### src/sv/csvt_pkg.sv
package csvt_pkg;

    // Configuration register indexes.
    localparam logic REG_DELIM_A = 1'b0;
    localparam logic REG_DELIM_B = 1'b1;

    localparam logic [7:0] DELIM_A_RESET = 8'd32;
    localparam logic [7:0] DELIM_B_RESET = 8'd9;

    // Characters with a fixed meaning in the text.
    localparam logic [7:0] CH_NUL    = 8'h00;
    localparam logic [7:0] CH_HASH   = 8'h23;
    localparam logic [7:0] CH_BSLASH = 8'h5C;
    localparam logic [7:0] CH_QUOTE  = 8'h22;
    localparam logic [7:0] CH_CR     = 8'h0D;
    localparam logic [7:0] CH_LF     = 8'h0A;

    typedef struct packed {
        logic [7:0] text_byte;
        logic       end_of_input;
    } t_in_item;

    typedef struct packed {
        logic       byte_valid;
        logic [7:0] out_byte;
        logic       line_end;
        logic [7:0] field_count;
        logic       count_mismatch;
        logic       end_of_data;
    } t_out_item;

endpackage

### src/sv/csvt_in_if.sv
interface csvt_in_if
    import csvt_pkg::*;
();
    logic     valid;
    logic     ready;
    t_in_item data;

    modport source (output valid, output data, input ready);
    modport sink (input valid, input data, output ready);
endinterface

### src/sv/csvt_out_if.sv
interface csvt_out_if
    import csvt_pkg::*;
();
    logic      valid;
    logic      ready;
    t_out_item data;

    modport source (output valid, output data, input ready);
    modport sink (input valid, input data, output ready);
endinterface

### src/sv/csv_line_tokenizer_core.sv
// Channel     Direction  Port       Carries
// text in     sink       i_in_ch    text_byte, end_of_input
// result out  source     o_out_ch   byte_valid, out_byte, line_end, field_count,
//                                   count_mismatch, end_of_data
// config      write      i_cfg_*    delimiter_a (index 0), delimiter_b (index 1)
//
// One item per cycle sustained while the output register is not stalled. An item
// is parsed against the line state while it sits in the input register, and its
// result (if any) is loaded into the output register as the item leaves it.
// Synchronous active-low reset clears the parser flags (the last-byte-was-terminator
// flag is set), the learned field count and both valid bits, and restores the
// default delimiters.
// A stalled output register holds its result; the input register still takes an
// item while it is empty, and otherwise only when the output register is empty or
// being drained.
module csv_line_tokenizer_core
    import csvt_pkg::*;
#(
    parameter int unsigned MAX_FIELDS = 255
) (
    input  logic       i_clk,
    input  logic       i_rst_n,
    input  logic       i_cfg_we,
    input  logic       i_cfg_idx,
    input  logic [7:0] i_cfg_data,
    csvt_in_if.sink    i_in_ch,
    csvt_out_if.source o_out_ch
);

    // The counter is eight bits wide, so the cap never exceeds 255.
    localparam logic [7:0] FIELD_CAP = (MAX_FIELDS > 255) ? 8'd255 : 8'(MAX_FIELDS);

    logic [7:0] r_delim_a;
    logic [7:0] r_delim_b;

    logic       r_in_comment, n_in_comment;
    logic       r_after_bs,   n_after_bs;
    logic       r_in_quotes,  n_in_quotes;
    logic       r_last_term,  n_last_term;
    logic       r_line_bytes, n_line_bytes;
    logic [7:0] r_line_fields, n_line_fields;
    logic [7:0] r_expected,    n_expected;

    logic       r_s1_valid;
    t_in_item   r_s1_item;
    logic       r_out_valid;
    t_out_item  r_out;

    logic       out_load_ok;
    logic       s1_fire;
    logic       res_valid;
    t_out_item  res;

    assign out_load_ok    = !r_out_valid || o_out_ch.ready;
    assign s1_fire        = r_s1_valid && out_load_ok;
    assign i_in_ch.ready  = !r_s1_valid || out_load_ok;
    assign o_out_ch.valid = r_out_valid;
    assign o_out_ch.data  = r_out;

    always_ff @(posedge i_clk) begin
        if (!i_rst_n) begin
            r_delim_a <= DELIM_A_RESET;
            r_delim_b <= DELIM_B_RESET;
        end else if (i_cfg_we) begin
            unique case (i_cfg_idx)
                REG_DELIM_A: r_delim_a <= i_cfg_data;
                REG_DELIM_B: r_delim_b <= i_cfg_data;
                default: ;
            endcase
        end
    end

    // Parse one item against the line state.
    always_comb begin
        logic [7:0] c;
        logic       do_store;
        logic [7:0] store_val;
        logic       do_close;
        logic       is_delim;

        c         = r_s1_item.text_byte;
        do_store  = 1'b0;
        store_val = CH_NUL;
        do_close  = 1'b0;
        is_delim  = (c == CH_NUL) || (c == r_delim_a) || (c == r_delim_b);

        n_in_comment  = r_in_comment;
        n_after_bs    = r_after_bs;
        n_in_quotes   = r_in_quotes;
        n_last_term   = r_last_term;
        n_line_bytes  = r_line_bytes;
        n_line_fields = r_line_fields;
        n_expected    = r_expected;
        res           = '0;

        priority if (r_s1_item.end_of_input) begin
            if (!r_line_bytes) begin
                n_in_comment    = 1'b0;
                n_after_bs      = 1'b0;
                n_in_quotes     = 1'b0;
                res.end_of_data = 1'b1;
            end else begin
                // A pending line always gets a closing terminator here.
                do_store = 1'b1;
                do_close = 1'b1;
            end
        end else if (r_in_comment && c != CH_LF) begin
            // Comment text is dropped.
        end else if (r_after_bs) begin
            n_after_bs = 1'b0;
            do_store   = 1'b1;
            store_val  = c;
        end else if (r_in_quotes) begin
            n_in_quotes = (c != CH_QUOTE);
            do_store    = 1'b1;
            store_val   = c;
        end else if (is_delim) begin
            do_store = !r_last_term;
        end else if (c == CH_HASH) begin
            n_in_comment = 1'b1;
        end else if (c == CH_BSLASH) begin
            n_after_bs = 1'b1;
            do_store   = 1'b1;
            store_val  = c;
        end else if (c == CH_QUOTE) begin
            n_in_quotes = 1'b1;
            do_store    = 1'b1;
            store_val   = c;
        end else if (c == CH_CR || c == CH_LF) begin
            n_in_comment = 1'b0;
            if (r_line_bytes) begin
                do_store = !r_last_term;
                do_close = 1'b1;
            end
        end else begin
            do_store  = 1'b1;
            store_val = c;
        end

        if (do_store) begin
            n_line_bytes   = 1'b1;
            n_last_term    = (store_val == CH_NUL);
            res.byte_valid = 1'b1;
            res.out_byte   = store_val;
            if (store_val == CH_NUL && r_line_fields < FIELD_CAP) begin
                n_line_fields = r_line_fields + 8'd1;
            end
        end

        if (do_close) begin
            res.line_end    = 1'b1;
            res.field_count = n_line_fields;
            if (r_expected == 8'd0) begin
                n_expected = n_line_fields;
            end else begin
                res.count_mismatch = (r_expected != n_line_fields);
            end
            n_in_comment  = 1'b0;
            n_after_bs    = 1'b0;
            n_in_quotes   = 1'b0;
            n_line_bytes  = 1'b0;
            n_line_fields = 8'd0;
        end

        res_valid = do_store || do_close || res.end_of_data;
    end

    always_ff @(posedge i_clk) begin
        if (!i_rst_n) begin
            r_s1_valid    <= 1'b0;
            r_out_valid   <= 1'b0;
            r_in_comment  <= 1'b0;
            r_after_bs    <= 1'b0;
            r_in_quotes   <= 1'b0;
            r_last_term   <= 1'b1;
            r_line_bytes  <= 1'b0;
            r_line_fields <= 8'd0;
            r_expected    <= 8'd0;
        end else begin
            if (i_in_ch.ready) begin
                r_s1_valid <= i_in_ch.valid;
            end
            if (out_load_ok) begin
                r_out_valid <= s1_fire && res_valid;
            end
            if (s1_fire) begin
                r_in_comment  <= n_in_comment;
                r_after_bs    <= n_after_bs;
                r_in_quotes   <= n_in_quotes;
                r_last_term   <= n_last_term;
                r_line_bytes  <= n_line_bytes;
                r_line_fields <= n_line_fields;
                r_expected    <= n_expected;
            end
        end
    end

    always_ff @(posedge i_clk) begin
        if (i_in_ch.ready && i_in_ch.valid) begin
            r_s1_item <= i_in_ch.data;
        end
        if (out_load_ok) begin
            r_out <= res;
        end
    end

    // A line whose last stored byte was not a terminator must have stored bytes.
    a_term_implies_bytes: assert property (@(posedge i_clk) disable iff (!i_rst_n)
        !r_last_term |-> r_line_bytes)
        else $error("open field without line bytes");

    // Every closed line carries at least the terminator that closed it.
    a_close_counts: assert property (@(posedge i_clk) disable iff (!i_rst_n)
        r_out_valid && r_out.line_end |-> r_out.field_count != 8'd0)
        else $error("closed line reports zero fields");

    a_eod_alone: assert property (@(posedge i_clk) disable iff (!i_rst_n)
        r_out_valid && r_out.end_of_data |-> !r_out.byte_valid && !r_out.line_end)
        else $error("end of data combined with other result");

    // An escape can never be pending inside a comment.
    a_escape_not_in_comment: assert property (@(posedge i_clk) disable iff (!i_rst_n)
        !(r_after_bs && r_in_comment))
        else $error("escape pending inside comment");

endmodule

### src/flat_wrapper.sv
// flat-port wrapper written by rule: the top's interface ports become plain ports
module csv_line_tokenizer_core_flat import csvt_pkg::*;
#(
    parameter int unsigned MAX_FIELDS = 255
)
  (i_clk, i_rst_n, i_cfg_we, i_cfg_idx, i_cfg_data, i_in_ch_valid, i_in_ch_data, i_in_ch_ready, o_out_ch_valid, o_out_ch_data, o_out_ch_ready);
  csvt_in_if i_in_ch_i ();
  csvt_out_if o_out_ch_i ();
  input  logic i_clk;
  input  logic i_rst_n;
  input  logic i_cfg_we;
  input  logic i_cfg_idx;
  input  logic [7:0] i_cfg_data;
  input wire logic [$bits(i_in_ch_i.valid)-1:0] i_in_ch_valid;
  input wire logic [$bits(i_in_ch_i.data)-1:0] i_in_ch_data;
  output wire logic [$bits(i_in_ch_i.ready)-1:0] i_in_ch_ready;
  output wire logic [$bits(o_out_ch_i.valid)-1:0] o_out_ch_valid;
  output wire logic [$bits(o_out_ch_i.data)-1:0] o_out_ch_data;
  input wire logic [$bits(o_out_ch_i.ready)-1:0] o_out_ch_ready;
  assign i_in_ch_i.valid = i_in_ch_valid;
  assign i_in_ch_i.data = i_in_ch_data;
  assign i_in_ch_ready = i_in_ch_i.ready;
  assign o_out_ch_valid = o_out_ch_i.valid;
  assign o_out_ch_data = o_out_ch_i.data;
  assign o_out_ch_i.ready = o_out_ch_ready;
  csv_line_tokenizer_core #(.MAX_FIELDS(MAX_FIELDS)) u_core (.i_clk(i_clk), .i_rst_n(i_rst_n), .i_cfg_we(i_cfg_we), .i_cfg_idx(i_cfg_idx), .i_cfg_data(i_cfg_data), .i_in_ch(i_in_ch_i), .o_out_ch(o_out_ch_i));
endmodule
### config.mk
export PLATFORM = sky130hd
export DESIGN_NAME = csv_line_tokenizer_core_flat
export DESIGN_NICKNAME = d
export VERILOG_FILES = /design/src/sv/csvt_pkg.sv /design/src/sv/csvt_in_if.sv /design/src/sv/csvt_out_if.sv /design/src/sv/csv_line_tokenizer_core.sv /design/src/flat_wrapper.sv
export SDC_FILE = /design/constraint.sdc
export NUM_CORES = 1
export LEC_CHECK = 0
export BUFFER_PORTS_ARGS = -buffer_cell sky130_fd_sc_hd__buf_2
export CORE_MARGIN = 2
export CORE_UTILIZATION = 58
export CTS_BUF_LIST = sky130_fd_sc_hd__clkbuf_16
export DETAILED_ROUTE_END_ITERATION = 6
export GPL_TIMING_DRIVEN = 0
export PLACE_DENSITY = 0.8
export SLEW_MARGIN = 20
export SYNTH_ARGS = -nofsm -noshare
export SYNTH_HDL_FRONTEND = slang
export SYNTH_SLANG_ARGS = --single-unit
### constraint.sdc
create_clock -name i_clk -period 3.9 [get_ports i_clk]
set_clock_uncertainty 0.2 [all_clocks]
set_input_delay 0.195 -clock i_clk [delete_from_list [all_inputs] [get_ports i_clk]]
set_output_delay 0.195 -clock i_clk [all_outputs]
set_load 0.005 [all_outputs]
Word level (Yosys, flattened, before mapping)

Cells that the tools add are included.
W data, S select, Z words.

Output and inout port bits: 22
Register bits after elaboration: 68

Equality and inequality tests: 17
Multiplexer cells: 67
Add/sub/neg operators: 1
Reductions and logical operators: 29
Bitwise logic cells: 2
$lt $le $gt $ge: 1

Operators by type and width:

| kind                  | number |
|---|---|
| $mux W8               | 12 |
| $mux W1               | 53 |
| $logic_not A8 Y1      | 3 |
| $eq A8 B4 Y1 const B  | 2 |
| $eq A8 B6 Y1 const B  | 2 |
| $eq A8 B8 Y1          | 2 |
| $mux W10              | 1 |
| $mux W9               | 1 |
| $ne A3 B3 Y1 const B  | 3 |
| $reduce_and A9 Y1     | 1 |
| $add A8 B1 Y8 const B | 1 |
| $eq A8 B7 Y1 const B  | 1 |
| $lt A8 B8 Y1 const B  | 1 |
| $ne A4 B2 Y1 const B  | 2 |
| $ne A8 B4 Y1 const B  | 1 |
| $ne A8 B6 Y1 const B  | 1 |
| $ne A8 B8 Y1          | 1 |
| $reduce_and A2 Y1     | 4 |
| $logic_or A1 B1 Y1    | 7 |
| $ne A3 B2 Y1 const B  | 2 |
| $reduce_and A3 Y1     | 2 |
| $logic_and A1 B1 Y1   | 5 |
| $reduce_and A4 Y1     | 1 |
| $reduce_bool A4 Y1    | 1 |
| other kinds (4)       | 7 |

Logic depth before layout (Yosys ltp)

Depth after elaboration: 18
Gate-level depth with buffers: 14

Worst setup path after synthesis

OpenSTA, ideal clock, no wires.

Kind: reg2reg
Start point: reg u_core.r_s1_item[5] in the netlist's numbering
End point: reg u_core.r_out, in the netlist u_core.o_out_ch.data[1] (data pin)
Buffers on the path: 2
Path slack: 0.558 ns
Period minus slack after synthesis: 3.342 ns
Library setup time: 0.269 ns
Data arrival time: 2.873 ns
Cell stages (with the launch flop): 14
Path through: edfxtp_1 -> buf_6 -> or4_4 -> o31a_1 -> o31ai_2 -> o31ai_1 -> and2_4 -> clkinv_2 -> o2111a_1 -> buf_6 -> mux2i_1 -> o32ai_2 -> a21oi_1 -> a31oi_1

Longest elaborated chain between the ends: 16

Ends and longest elaborated chain:

| what                   | line                           | source |
|---|---|---|
| from (decl)            | csv_line_tokenizer_core.sv:45  | `t_in_item r_s1_item;` |
| from (signal assigned) | csv_line_tokenizer_core.sv:200 | `r_s1_item <= i_in_ch.data;` |
| $eq A8 B4 Y1           | csv_line_tokenizer_core.sv:129 | `end else if (c == CH_CR \|\| c == CH_LF) begin` |
| $logic_or A1 B1 Y1     | csv_line_tokenizer_core.sv:129 |  |
| $mux W8                | csv_line_tokenizer_core.sv:129 |  |
| $mux W8                | csv_line_tokenizer_core.sv:125 | `end else if (c == CH_QUOTE) begin` |
| $mux W8                | csv_line_tokenizer_core.sv:121 | `end else if (c == CH_BSLASH) begin` |
| $mux W8                | csv_line_tokenizer_core.sv:119 | `end else if (c == CH_HASH) begin` |
| $mux W8                | csv_line_tokenizer_core.sv:117 | `end else if (is_delim) begin` |
| $mux W8                | csv_line_tokenizer_core.sv:113 | `end else if (r_in_quotes) begin` |
| $mux W8                | csv_line_tokenizer_core.sv:109 | `end else if (r_after_bs) begin` |
| $mux W8                | csv_line_tokenizer_core.sv:107 | `end else if (r_in_comment && c != CH_LF) begin` |
| $mux W8                | csv_line_tokenizer_core.sv:96  | `priority if (r_s1_item.end_of_input) begin` |
| $logic_not A8 Y1       | csv_line_tokenizer_core.sv:145 | `if (store_val == CH_NUL && r_line_fields < FIELD_CAP) begin` |
| $logic_and A1 B1 Y1    | csv_line_tokenizer_core.sv:145 |  |
| $mux W8                | csv_line_tokenizer_core.sv:145 |  |
| $mux W8                | csv_line_tokenizer_core.sv:140 | `if (do_store) begin` |
| $ne A8 B8 Y1           | csv_line_tokenizer_core.sv:156 | `res.count_mismatch = (r_expected != n_line_fields);` |
| to (signal assigned)   | csv_line_tokenizer_core.sv:203 | `r_out <= res;` |
| to (decl)              | csv_line_tokenizer_core.sv:47  | `t_out_item r_out;` |

Several ways; a longest one is shown, not always the timed one.
A chain may end at the register's enable or synchronous reset.

Final worst setup path

Start point: reg u_core.r_s1_item[8] in the netlist's numbering
End point: reg u_core.r_out, in the netlist u_core.o_out_ch.data[1] (data pin)

The elaborated chain is that of the path after synthesis.

==> results by group <==
Critical path
  – FF-to-FF End: u_core.o_out_ch.data[1]$_SDFFCE_PP0P_
  – Critical path startpoint category: flop
  – CP Depth: 13
  – Worst Path Required: 3770 ps
  – Largest stage delay on the critical path: 570 ps
  – Reg-to-reg slack, setup: 210 ps
  – RR Startpoint: u_core.r_s1_item[8]$_DFFE_PP_
  – Worst path bufs/invs: 3
  – Crit path kind: flop to flop
  – WP data arrival: 3560 ps
  – CP Max Fanout: 10
  – Ordered list of cells on the worst path: buf_2 -> or4_4 -> o31a_1 -> nor2_4 -> nand2_2 -> and2_4 -> clkinv_2 -> o2111a_1 -> buf_6 -> mux2i_2 -> o32ai_2 -> a21oi_1 -> a31oi_1
  – R2R cell count: 13
  – CP endpoint kind: flop
  – Delay-heaviest family, CP: simple AND/OR/NAND/NOR gates
  – Slowest-stage cell, CP: or4_4

Drt
  – Met3 Wirelength: 667 um
  – Post-route DRC: 0
  – Top Metal Used: met4
  – DR WL met2: 3960 um
  – DRT antenna net count: 0
  – Initial DRC Count: 278
  – M1 WL: approximately 3900 um
  – Routed wire length: 8690 um
  – Via count: 3184
  – Via-to-Cell Ratio: 6.03
  – Routed len/inst: 16.5 um
  – First-pass DRT Iterations: 5

Timing
  – Final hold violations: 0
  – Worst-Margin Slew: 1010 ps
  – Fin Setup TNS: 0 ps
  – Final worst-path cycle share: 94.7%
  – Final setup violation count: 0
  – Min Tclk post-route: 3690 ps
  – Final worst slack: just over 200 ps
  – RSZ-0062 raised after global routing: false
  – Slew Limit Fails: 0
  – Max-slew headroom: 32.3%
  – F_max: 271 MHz

Synth
  – Count of flip-flops with a built-in enable after synthesis: 29
  – Post-Syn Area: approximately 0.0035 mm2
  – Mapped Cells: 376
  – Top post-synthesis cells by area: edfxtp_1, dfxtp_1, xnor2_1
  – Top_reg_cell synth: dfxtp_1
  – Top-area cell type share of the netlist area: 24.6%
  – Yosys cell types: just over 60
  – Seq/Total Area, Yosys: 46.6%
  – Yosys top cell by area: edfxtp_1
  – Syn_nets: 400
  – Async SR Flop Fraction: 0%
  – Mean area per synthesized cell: 9.43 um2
  – Synth Register Bits: just under 70
  – Ys Warns: 0

Power
  – Leakage power total: 1.68 nW
  – Pwr Density: 419 mW/mm2
  – Peak supply drop: ~0.31 mV

CTS
  – Clock Sink Count: approximately 70
  – Clk Latency, worst-skew pair: 330 ps
  – Longest Clk Path Bufs: 2
  – Htree depth: 3
  – TritonCTS buffer count: 9
  – Root buf cell: clkbuf_16
  – Clk pin slew, worst setup/hold paths: 60 ps
  – CTS tree: built

Job
  – Max Cap Viol: 0

Hold path
  – Worst hold path depth: 4
  – Hold Crit Class: input pin to flop
  – Hold Crit Start: o_out_ch_ready
  – WHS Endpoint: u_core.o_out_ch.valid$_SDFFE_PN0P_

Place
  – GP Congestion: 0.909
  – Port buffer count: between 40 and 50
  – HPWL Detailed: 5680 um
  – Post-placement setup slack: 35.4 ps
  – Dpl cells: 494

Die
  – Die Width: ~82 um
  – Core Area: 0.00592 mm2
  – Rows: 28
  – I/O pin count: 45
  – Die area: 0.00676 mm2
  – Starting density of the core: 59.9%
  – Die height: 82.2 um

Finish
  – P&R area growth vs syn: 23.3%
  – Post-layout util: 73.8%
  – Fin nets: 472
  – Most frequent cells in the layout: buf_2, nand2_1, dfxtp_1
  – Share of cells above drive strength 1: approximately a fifth
  – Antenna cell count: 0
  – Most common cell after layout, fill and taps aside: buf_2
  – Non-Filler Instances: 528

Global route
  – Vias in the first global route: 2939
  – Largest net degree at the start of global routing: 23
  – Overflow after GRT: 0
  – First-pass GRT wire length: 13900 um
  – Total GRT Usage: 27.5%
  – Initial antenna violation count: 0

Outcome
  – Status: finished clean
## sequential cells by signal, indices dropped and copies added, names as in the netlist
name,flops
u_core.r_in_quotes,1
u_core.r_last_term,1
u_core.r_delim_a,8
u_core.r_s1_item,9
u_core.o_out_ch.data,20
u_core.r_expected,8
u_core.o_out_ch.valid,1
u_core.r_in_comment,1
u_core.r_s1_valid,1
u_core.r_line_fields,8
u_core.r_after_bs,1
u_core.r_line_bytes,1
u_core.r_delim_b,8
## logic make-up (layout without fill, tap and decap cells)
logic type	after synthesis	count (layout)	synth area share, %
and+or+nand+nor	156	156	23.0
muxes	3	3	0.847
xor gates and xnor gates	31	31	7.66
AOI/OAI and AO/OA	84	84	17.3
DFF	68	68	46.6
adders and majority gates	1	1	0.353
buffers and inverters	33	110	4.30
## where the power goes
part           switching (W)  total (W)  internal [W]
Clock               0.000315   0.000878      0.000562
Sequential         0.0000118   0.000783      0.000771
Combinational      0.0000957   0.000171     0.0000758
Total               0.000423    0.00183       0.00141
## routing by layer
metal | vias to the layer above | track usage, %
li1 | 1488 | -
met1 | 1504 | 38.0
met2 | 163 | 43.0
met3 | 29 | 5.43
met4 | 0 | 9.67
met5 | - | 0
## synth_stat cells, types with 8 or more instances
cell type	number
nand3_1	8
a21boi_0	16
nand2_1	47
dfxtp_1	39
a21oi_1	16
xor2_1	8
nand4_1	9
nor2_1	32
clkbuf_1	15
nor3_1	9
xnor2_1	23
nor2b_1	13
edfxtp_1	29
o21a_1	9
## layout make-up
type | count | area [um2]
fillers | 438 | 1550
plain buffers | 25 | 121
flip-flops and latches | 68 | 1650
multi-input cells | 275 | 1750
well taps | 75 | 93.8
clock inverters | 7 | 98.8
inverters | 8 | 31.3
repair buffers | 61 | 395
clock buffers | 9 | 225
## through the flow
stage	area [um2]	hold slack, ps	power, W
CTS	4360	43.9	0.00183
global route	4370	66.7	0.00188
finish	4370	38.8	0.00183
global placement	3850	172	0.000945
floorplan	3550	93.9	0.000896
detailed placement	3850	173	0.000949
## worst max path at each step
stage                                  startpoint                                    end  slack, ps
finish              u_core.r_s1_item[8]$_DFFE_PP_  u_core.o_out_ch.data[1]$_SDFFCE_PP0P_        210
global route        u_core.r_s1_item[8]$_DFFE_PP_  u_core.o_out_ch.data[1]$_SDFFCE_PP0P_         50
CTS                 u_core.r_s1_item[7]$_DFFE_PP_  u_core.o_out_ch.data[1]$_SDFFCE_PP0P_         30
detailed placement  u_core.r_s1_item[2]$_DFFE_PP_  u_core.o_out_ch.data[1]$_SDFFCE_PP0P_         40
global placement    u_core.r_s1_item[2]$_DFFE_PP_  u_core.o_out_ch.data[1]$_SDFFCE_PP0P_         90
floorplan           u_core.r_s1_item[5]$_DFFE_PP_  u_core.o_out_ch.data[1]$_SDFFCE_PP0P_        560
## worst register-to-register path: cells and delay by family (launching register included)
kind / cells / cell delay (ps)
AOI/OAI and AO/OA: 5 / 960
buffers and inverters: 3 / 420
DFF: 1 / 350
muxes: 1 / 380
and+or+nand+nor: 4 / 1110
## timing repair
action | CTS | global route
gates resized for setup | 0 | 2
buffers inserted | 0 | 0
hold buffers | 18 | 0
endpoints found under the setup margin | 0 | 1
hold endpoints to repair | 26 | 0
Note: power is estimated with default switching activity, not from simulation.
